## src/rgbf_pkg.sv

```systemverilog
package rgbf_pkg;

  localparam int DUTY_BITS = 12;
  localparam int PEAK_BITS = 12;
  localparam int STEP_BITS = 8;
  localparam int SPEED_BITS = 8;
  localparam int ELAPSED_BITS = 9;
  localparam int COLOR_BITS = 16;
  localparam int CFG_IDX_BITS = 2;
  localparam int CFG_DATA_BITS = 12;
  // signed width that holds a level or the peak plus or minus one step
  localparam int FADE_BITS = ((DUTY_BITS > PEAK_BITS) ? DUTY_BITS : PEAK_BITS) + 2;

  localparam logic [DUTY_BITS-1:0] FULL_SCALE = '1;

  localparam logic [2:0] ACT_TICK  = 3'd0;
  localparam logic [2:0] ACT_COLOR = 3'd1;
  localparam logic [2:0] ACT_MODE  = 3'd2;
  localparam logic [2:0] ACT_POWER = 3'd3;
  localparam logic [2:0] ACT_SPEED = 3'd4;

  localparam logic [1:0] MODE_STATIC  = 2'd0;
  localparam logic [1:0] MODE_RAINBOW = 2'd1;
  localparam logic [1:0] MODE_STROBE  = 2'd2;

  localparam logic [1:0] CH_RED   = 2'd0;
  localparam logic [1:0] CH_GREEN = 2'd1;
  localparam logic [1:0] CH_BLUE  = 2'd2;

  localparam logic [CFG_IDX_BITS-1:0] REG_PEAK = 2'd0;
  localparam logic [CFG_IDX_BITS-1:0] REG_STEP = 2'd1;

  localparam logic [PEAK_BITS-1:0] PEAK_RST = 12'd4095;
  localparam logic [STEP_BITS-1:0] STEP_RST = 8'd5;
  localparam logic [SPEED_BITS-1:0] SPEED_RST = 8'd100;
  localparam logic [ELAPSED_BITS-1:0] ELAPSED_CAP = 9'd256;

  typedef logic [2:0][DUTY_BITS-1:0] lvl_vec_t;

  typedef struct packed {
    logic [2:0]            action;
    logic [COLOR_BITS-1:0] red;
    logic [COLOR_BITS-1:0] green;
    logic [COLOR_BITS-1:0] blue;
    logic [1:0]            mode_value;
    logic                  power_value;
    logic [SPEED_BITS-1:0] speed_value;
  } in_item_t;

  typedef struct packed {
    logic [DUTY_BITS-1:0] red_duty;
    logic [DUTY_BITS-1:0] green_duty;
    logic [DUTY_BITS-1:0] blue_duty;
    logic                 lamp_on;
    logic [1:0]           active_mode;
  } out_item_t;

  typedef struct packed {
    lvl_vec_t   lvl;
    logic [1:0] rise;
    logic [1:0] fall;
  } fade_res_t;

endpackage

```

## src/rgbf_fade.sv

```systemverilog
module rgbf_fade
  import rgbf_pkg::*;
(
  input  lvl_vec_t              lvl,
  input  logic [1:0]            rise,
  input  logic [1:0]            fall,
  input  logic [PEAK_BITS-1:0]  peak,
  input  logic [STEP_BITS-1:0]  step,
  output fade_res_t             res
);

  localparam logic signed [FADE_BITS-1:0] FULL_T =
    $signed({{(FADE_BITS-DUTY_BITS){1'b0}}, FULL_SCALE});

  function automatic logic [1:0] next_ch(input logic [1:0] ch);
    return (ch == CH_BLUE) ? CH_RED : ch + 2'd1;
  endfunction

  logic signed [FADE_BITS-1:0] t [3];
  logic signed [FADE_BITS-1:0] pk;
  logic signed [FADE_BITS-1:0] stp;
  logic [1:0] up;
  logic [1:0] dn;

  always_comb begin
    pk  = $signed({{(FADE_BITS-PEAK_BITS){1'b0}}, peak});
    stp = $signed({{(FADE_BITS-STEP_BITS){1'b0}}, step});
    up  = (rise == 2'd3) ? CH_RED : rise;
    dn  = (fall == 2'd3) ? CH_RED : fall;
    res.rise = rise;
    res.fall = fall;
    for (int i = 0; i < 3; i++) begin
      t[i] = $signed({{(FADE_BITS-DUTY_BITS){1'b0}}, lvl[i]});
    end
    t[up] = t[up] + stp;
    t[dn] = t[dn] - stp;
    // rising check first, falling check sees its result when both match
    if (t[up] >= pk) begin
      t[up] = pk;
      res.rise = next_ch(up);
    end
    if (t[dn] < 0 || t[dn] >= pk) begin
      t[dn] = '0;
      res.fall = next_ch(dn);
    end
    for (int i = 0; i < 3; i++) begin
      if (t[i] < 0) begin
        res.lvl[i] = '0;
      end else if (t[i] > FULL_T) begin
        res.lvl[i] = FULL_SCALE;
      end else begin
        res.lvl[i] = t[i][DUTY_BITS-1:0];
      end
    end
  end

endmodule

```

## src/rgb_led_rainbow_fader.sv

```systemverilog
// Rainbow crossfader for three PWM duty levels. Each input item is one event
// (a 1 ms tick or a write of color, mode, power or speed); each item gives
// exactly one result item with the duty levels after that event, zero while
// the lamp is off. One item is taken every clock cycle and its result appears
// in the cycle after acceptance: the whole state update, including a fade step,
// is a single combinational pass into the state and result registers. The
// result register is refilled while it is being taken, so a stall comes only
// from out_ready. Configuration (0 peak, 1 fade step) is written through the
// cfg port, which is always ready, and should be written while the block idles.
module rgb_led_rainbow_fader
  import rgbf_pkg::*;
(
  input  logic                     clk,
  input  logic                     rst_n,
  input  logic                     in_valid,
  output logic                     in_ready,
  input  in_item_t                 in_data,
  output logic                     out_valid,
  input  logic                     out_ready,
  output out_item_t                out_data,
  input  logic                     cfg_valid,
  output logic                     cfg_ready,
  input  logic [CFG_IDX_BITS-1:0]  cfg_index,
  input  logic [CFG_DATA_BITS-1:0] cfg_data
);

  function automatic logic [DUTY_BITS-1:0] sat_color(input logic [COLOR_BITS-1:0] v);
    if (v > COLOR_BITS'(FULL_SCALE)) begin
      return FULL_SCALE;
    end
    return v[DUTY_BITS-1:0];
  endfunction

  localparam lvl_vec_t LVL_RST = {{DUTY_BITS{1'b0}}, {DUTY_BITS{1'b0}}, FULL_SCALE};

  logic [PEAK_BITS-1:0]    peak_r;
  logic [STEP_BITS-1:0]    step_r;
  lvl_vec_t                lvl_r, lvl_nxt;
  logic [1:0]              mode_r, mode_nxt;
  logic                    pwr_r, pwr_nxt;
  logic [SPEED_BITS-1:0]   speed_r, speed_nxt;
  logic [1:0]              rise_r, rise_nxt;
  logic [1:0]              fall_r, fall_nxt;
  logic [ELAPSED_BITS-1:0] elapsed_r, elapsed_nxt;
  logic                    out_valid_r;
  out_item_t               out_data_r, out_data_nxt;

  logic [ELAPSED_BITS-1:0] elapsed_inc;
  logic                    fire;
  logic                    in_acc;
  fade_res_t               fade;

  rgbf_fade u_fade (
    .lvl  (lvl_r),
    .rise (rise_r),
    .fall (fall_r),
    .peak (peak_r),
    .step (step_r),
    .res  (fade)
  );

  assign in_ready  = !out_valid_r || out_ready;
  assign in_acc    = in_valid && in_ready;
  assign cfg_ready = 1'b1;
  assign out_valid = out_valid_r;
  assign out_data  = out_data_r;

  always_comb begin
    elapsed_inc = (elapsed_r < ELAPSED_CAP) ? elapsed_r + 1'b1 : elapsed_r;
    fire = (mode_r == MODE_RAINBOW) && pwr_r &&
           (({1'b0, elapsed_inc} + {2'b0, speed_r}) > 10'd255);
    lvl_nxt     = lvl_r;
    mode_nxt    = mode_r;
    pwr_nxt     = pwr_r;
    speed_nxt   = speed_r;
    rise_nxt    = rise_r;
    fall_nxt    = fall_r;
    elapsed_nxt = elapsed_r;
    case (in_data.action)
      ACT_TICK: begin
        elapsed_nxt = elapsed_inc;
        if (fire) begin
          elapsed_nxt = '0;
          lvl_nxt     = fade.lvl;
          rise_nxt    = fade.rise;
          fall_nxt    = fade.fall;
        end
      end
      ACT_COLOR: begin
        lvl_nxt[0] = sat_color(in_data.red);
        lvl_nxt[1] = sat_color(in_data.green);
        lvl_nxt[2] = sat_color(in_data.blue);
        pwr_nxt    = 1'b1;
      end
      ACT_MODE: begin
        mode_nxt = (in_data.mode_value > MODE_STROBE) ? MODE_STROBE : in_data.mode_value;
        pwr_nxt  = 1'b1;
        if (in_data.mode_value == MODE_RAINBOW) begin
          lvl_nxt = LVL_RST;
        end
      end
      ACT_POWER: begin
        pwr_nxt = in_data.power_value;
      end
      ACT_SPEED: begin
        speed_nxt = in_data.speed_value;
        pwr_nxt   = 1'b1;
      end
      default: begin
      end
    endcase
    out_data_nxt.red_duty    = pwr_nxt ? lvl_nxt[0] : '0;
    out_data_nxt.green_duty  = pwr_nxt ? lvl_nxt[1] : '0;
    out_data_nxt.blue_duty   = pwr_nxt ? lvl_nxt[2] : '0;
    out_data_nxt.lamp_on     = pwr_nxt;
    out_data_nxt.active_mode = mode_nxt;
  end

  always_ff @(posedge clk) begin
    if (!rst_n) begin
      peak_r      <= PEAK_RST;
      step_r      <= STEP_RST;
      lvl_r       <= LVL_RST;
      mode_r      <= MODE_STATIC;
      pwr_r       <= 1'b1;
      speed_r     <= SPEED_RST;
      rise_r      <= CH_GREEN;
      fall_r      <= CH_RED;
      elapsed_r   <= '0;
      out_valid_r <= 1'b0;
    end else begin
      if (cfg_valid && cfg_ready) begin
        case (cfg_index)
          REG_PEAK: peak_r <= cfg_data[PEAK_BITS-1:0];
          REG_STEP: step_r <= cfg_data[STEP_BITS-1:0];
          default: begin
          end
        endcase
      end
      if (in_acc) begin
        lvl_r       <= lvl_nxt;
        mode_r      <= mode_nxt;
        pwr_r       <= pwr_nxt;
        speed_r     <= speed_nxt;
        rise_r      <= rise_nxt;
        fall_r      <= fall_nxt;
        elapsed_r   <= elapsed_nxt;
        out_valid_r <= 1'b1;
      end else if (out_ready) begin
        out_valid_r <= 1'b0;
      end
    end
  end

  always_ff @(posedge clk) begin
    if (in_acc) begin
      out_data_r <= out_data_nxt;
    end
  end

  // power off write shows up as a dark lamp in the next result
  a_power_off: assert property (@(posedge clk) disable iff (!rst_n)
    in_acc && in_data.action == ACT_POWER && !in_data.power_value |=>
      out_valid && !out_data.lamp_on && out_data.red_duty == '0 &&
      out_data.green_duty == '0 && out_data.blue_duty == '0)
    else $error("power off item did not darken the outputs");

  // color write switches the lamp on
  a_color_on: assert property (@(posedge clk) disable iff (!rst_n)
    in_acc && in_data.action == ACT_COLOR |=> out_valid && out_data.lamp_on)
    else $error("color item did not switch the lamp on");

  // input stalls only behind a held result
  a_stall_cause: assert property (@(posedge clk) disable iff (!rst_n)
    !in_ready |-> out_valid && !out_ready)
    else $error("input stalled without a pending result");

  // channel pointers stay within the three channels
  a_ch_range: assert property (@(posedge clk) disable iff (!rst_n)
    rise_r != 2'd3 && fall_r != 2'd3)
    else $error("fade channel pointer out of range");

endmodule
```

## config.mk

```make
export PLATFORM = sky130hd
export DESIGN_NAME = rgb_led_rainbow_fader
export DESIGN_NICKNAME = d
export VERILOG_FILES = /design/src/rgbf_pkg.sv /design/src/rgbf_fade.sv /design/src/rgb_led_rainbow_fader.sv
export SDC_FILE = /design/constraint.sdc
export NUM_CORES = 1
export LEC_CHECK = 0
export BUFFER_PORTS_ARGS = -buffer_cell sky130_fd_sc_hd__buf_2
export CAP_MARGIN = 20
export CORE_ASPECT_RATIO = 1.25
export CORE_MARGIN = 8
export CORE_UTILIZATION = 55
export DETAILED_ROUTE_END_ITERATION = 8
export PLACE_DENSITY_LB_ADDON = 0.3
export SYNTH_ARGS = -nofsm -noshare
export SYNTH_HDL_FRONTEND = slang
export SYNTH_HIERARCHICAL = 1
export SYNTH_SLANG_ARGS = --single-unit
export TNS_END_PERCENT = 5
```

## constraint.sdc

```tcl
create_clock -name clk -period 11.45 [get_ports clk]
set_input_delay 0.5725 -clock clk [delete_from_list [all_inputs] [get_ports clk]]
set_output_delay 0.5725 -clock clk [all_outputs]
set_load 0.02 [all_outputs]
```

==> results.md <==
- CP Class: reg -> reg
- Crit path launch type: flop
- Via count: 11,840
- Worst EP arrival: 11,110 ps
- Final hold violation count: 0
- Place WS: 485 ps
- Hold Path Class: in -> reg
- Mapped Avg Cell Area: 7.81 um2
- NetSw: 443 uW
- Pwr Density: 105 mW/mm2
- Unrepaired setup endpoints after global routing: no
- Final ANT Viol Nets: 0
- Root Buffer: clkbuf_16
- Cell internal pwr: 870 uW
- HPWL after DPL: 32,500 um
- Relative max-transition margin: 0.315
- Largest family of logic cells by synthesized area: compound AO/OA/AOI/OAI gates
- Final wirelength: 43,000 um
- Worst VDD drop: 0.0983 mV
- Post-CTS Hold Buffers: 0
- Vias per cell: 6.62
- CTS sink count: 120
- First-pass GRT wire length: 65,300 um
- TritonCTS clock tree: built
- Setup slack after layout: 591 ps
- Vias in the first global route: 11,066
- IO buf count: 121
- GPL Wtd Cong: 1.08
- Global-route total usage across every layer: 0.335
- GRT busiest layer: met2
- Critical path fanouts, max: 11
- Critical Path RT: 11,700 ps
- Diodes inserted: 0
- Nets: 1,645
- CTS max path bufs: 2
- YS warnings: 6
- Cts bufs inserted: 17
- Ys flop type: dfxtp_1
- Routing usage on met2: 0.520
- Synth Area in Compound Gates: 0.294
- Post-Synth Adder-Cell Area: 0.0683
- Placed Instance Area: 0.0119 mm2
- Post-synthesis mux area share: 0.0913
- Clock share of power: 0.382
- Final-report max-slew violation count: 0
- Met3 Usage GRT: 0.0560
- Syn_nets: 1,567
- MaxCap Viol Count: 0
- Largest net degree at the start of global routing: 57
- Status: complete, no violations
- Area Growth Syn to Fin: 12.2%
- Slowest-stage cell, CP: a211oi_1
- Netlist cell types: 93
- Critical Path Max Stage Delay: 500 ps
- Leakage: 5.22 nW
- GR Layer Usage met1: 0.437
- Row cnt: 58
- Initial Util: 0.556
- DR WL/cell: 24.0 um
- Asr flop ratio synth: 0
- Die X: 143 um
- Critical path endpoint category: flop
- Core ar.: 0.0200 mm2
- Grt total ovfl: 0
- Insertion delay to the later sink of the worst-skew pair: 420 ps
- DRC: 0
- Setup Buffers After CTS: 0
- Flop pwr share: 0.380
- DIE HEIGHT: 175 um
- Post-Synth Simple-Gate Area: 0.212
- Syn Inst Count: 1,427
- Setup Viol. Count Final: 0
- Layout cells sized above 1: 0.197
- Final setup TNS: 0 ps
- Post-route minimum period: 10,860 ps
- CTS H-tree lvls: 4
- Post-synthesis sequential element count: 120
- Seq/Total Area, Yosys: 0.251
- Post_cts resized: 0
- Fin area: 0.0125 mm2
- Starting DRC count in detailed routing: 1,279
- Sw Ratio: 0.338
- EDFF count, synth: 39
- Mapped Area: 0.0111 mm2
- First-pass detailed-route iteration total: 6
- Part of the power in combinational logic: 0.239
- Post-synthesis xor/xnor area fraction: 0.0252
- Final Cycle Share: 0.948
- CP most frequent cell: a21o_1
- Post-route core utilization: 0.624
- Worst Tran Pin Value: 1030 ps
- Die Area: 0.0251 mm2
- Clock Skews: 15.9 ps
- FMAX: 92.1 MHz
- # IOs: 123
- Worst-path clk slew: 70 ps
- Initial antenna violation count: 0
-- cells by family after synthesis --
group / Yosys count
multiplexers: 97
AND/OR/NAND/NOR: 499
flip-flops: 120
AO/OA/AOI/OAI: 470
buffers and inverters: 149
other: 1
adder cells (fa/ha/maj): 59
XOR/XNOR: 32
-- metal layers --
layer | vias to the layer above | share of wire
met3 | 116 | 0.097
met4 | 0 | 0.052
met2 | 757 | 0.45
li1 | 5407 | -
met1 | 5560 | 0.40
met5 | - | 0
-- synthesized netlist by cell type (4+ instances only) --
library cell  count  area share
nand3_1          50       0.022
o21a_1            8      0.0054
nor3_1           34       0.015
o311a_1           4      0.0036
ha_1             56       0.063
o21ai_1           6      0.0027
edfxtp_1         39        0.11
and2_1            5      0.0028
o211ai_1         43       0.029
buf_2            23       0.010
nor2_1          103       0.035
and3_1            6      0.0034
buf_6             5      0.0051
o21ai_0         111       0.050
xnor2_1          25       0.020
nor4_1            6      0.0034
inv_1            43       0.014
mux2_2           20       0.020
buf_1             9      0.0030
a21boi_0          8      0.0054
or2_2             9      0.0051
nor2b_1          38       0.021
buf_4             5      0.0034
o22ai_1          27       0.015
a21oi_2          18       0.014
o211ai_2         20       0.022
a21oi_1          78       0.035
or4_1             6      0.0040
a21o_1           20       0.013
a211oi_4          4      0.0072
nand2b_1         13      0.0073
a211oi_1         20       0.013
nand2_1         197       0.066
nor3b_1           8      0.0054
a31oi_1          52       0.029
mux2i_1          74       0.066
dfxtp_1          81        0.15
xor2_1            7      0.0055
clkbuf_1         61       0.021
-- metrics by stage --
stage | power, mW | instances | hold slack (ps)
floorplan | 0.700 | 1427 | 451
global placement | 0.806 | 1755 | 470
detailed placement | 0.809 | 1755 | 485
CTS | 1.31 | 1787 | 352
global route | 1.36 | 1788 | 365
finish | 1.31 | 1788 | 357
-- worst max-delay path: cells and delay by family (launching register included) --
| kind | cells | cell delay [ps] |
|---|---|---|
| AO/OA/AOI/OAI | 29 | 5780 |
| adder cells (fa/ha/maj) | 6 | 1850 |
| AND/OR/NAND/NOR | 12 | 1460 |
| buffers and inverters | 3 | 510 |
| flip-flops | 1 | 380 |
| XOR/XNOR | 2 | 380 |
| multiplexers | 1 | 290 |
-- power groups by stage --
stage          logic, mW  registers, mW  clock network (mW)
3_3_place_gp       0.301          0.506                   0
6_report           0.313          0.499               0.501
3_5_place_dp       0.302          0.506                   0
2_1_floorplan      0.192          0.508                   0
4_1_cts            0.305          0.497               0.503
5_1_grt            0.338          0.501               0.519
-- final timing paths --
| kind | startpoint | to | slack (ps) | cells past startpoint |
|---|---|---|---|---|
| max | rise_r[0] | out_data[38] | 590 | 53 |
| min | cfg_data[10] | peak_r[10] | 360 | 3 |
| min reg2reg | fall_r[0] | fall_r[0] | 500 | 2 |
| max reg2reg | rise_r[0] | out_data[38] | 590 | 53 |
-- cell usage in the layout (no fill, tap or decap), types with 24 or more instances in the layout --
| cell type | count |
|---|---|
| nand2_1 | 197 |
| buf_2 | 121 |
| o21ai_0 | 111 |
| nor2_1 | 100 |
| dfxtp_1 | 81 |
| a21oi_1 | 78 |
| mux2i_1 | 74 |
| ha_1 | 56 |
| a31oi_1 | 52 |
| nand3_1 | 50 |
| inv_1 | 43 |
| o211ai_1 | 43 |
| buf_4 | 41 |
| edfxtp_1 | 39 |
| nor2b_1 | 37 |
| nor3_1 | 34 |
| o22ai_1 | 27 |
| xnor2_1 | 24 |
-- registers in the layout, indices dropped and copies added, names as in the netlist --
register and flops:
out_data 39, lvl_r 36, peak_r 12, elapsed_r 9, speed_r 8, step_r 8
fall_r 2, mode_r 2, rise_r 2, out_valid 1, pwr_r 1
-- cell type report --
class                   instances  area [um2]
multi-input cells            1158        7740
flip-flops and latches        120        2790
well taps                     270         338
clock inverters                13        93.8
clock buffers                  19         443
inverters                      45         169
fillers                      1826        7530
repair buffers                163         928
No activity file was read; power rests on OpenSTA's default activity.
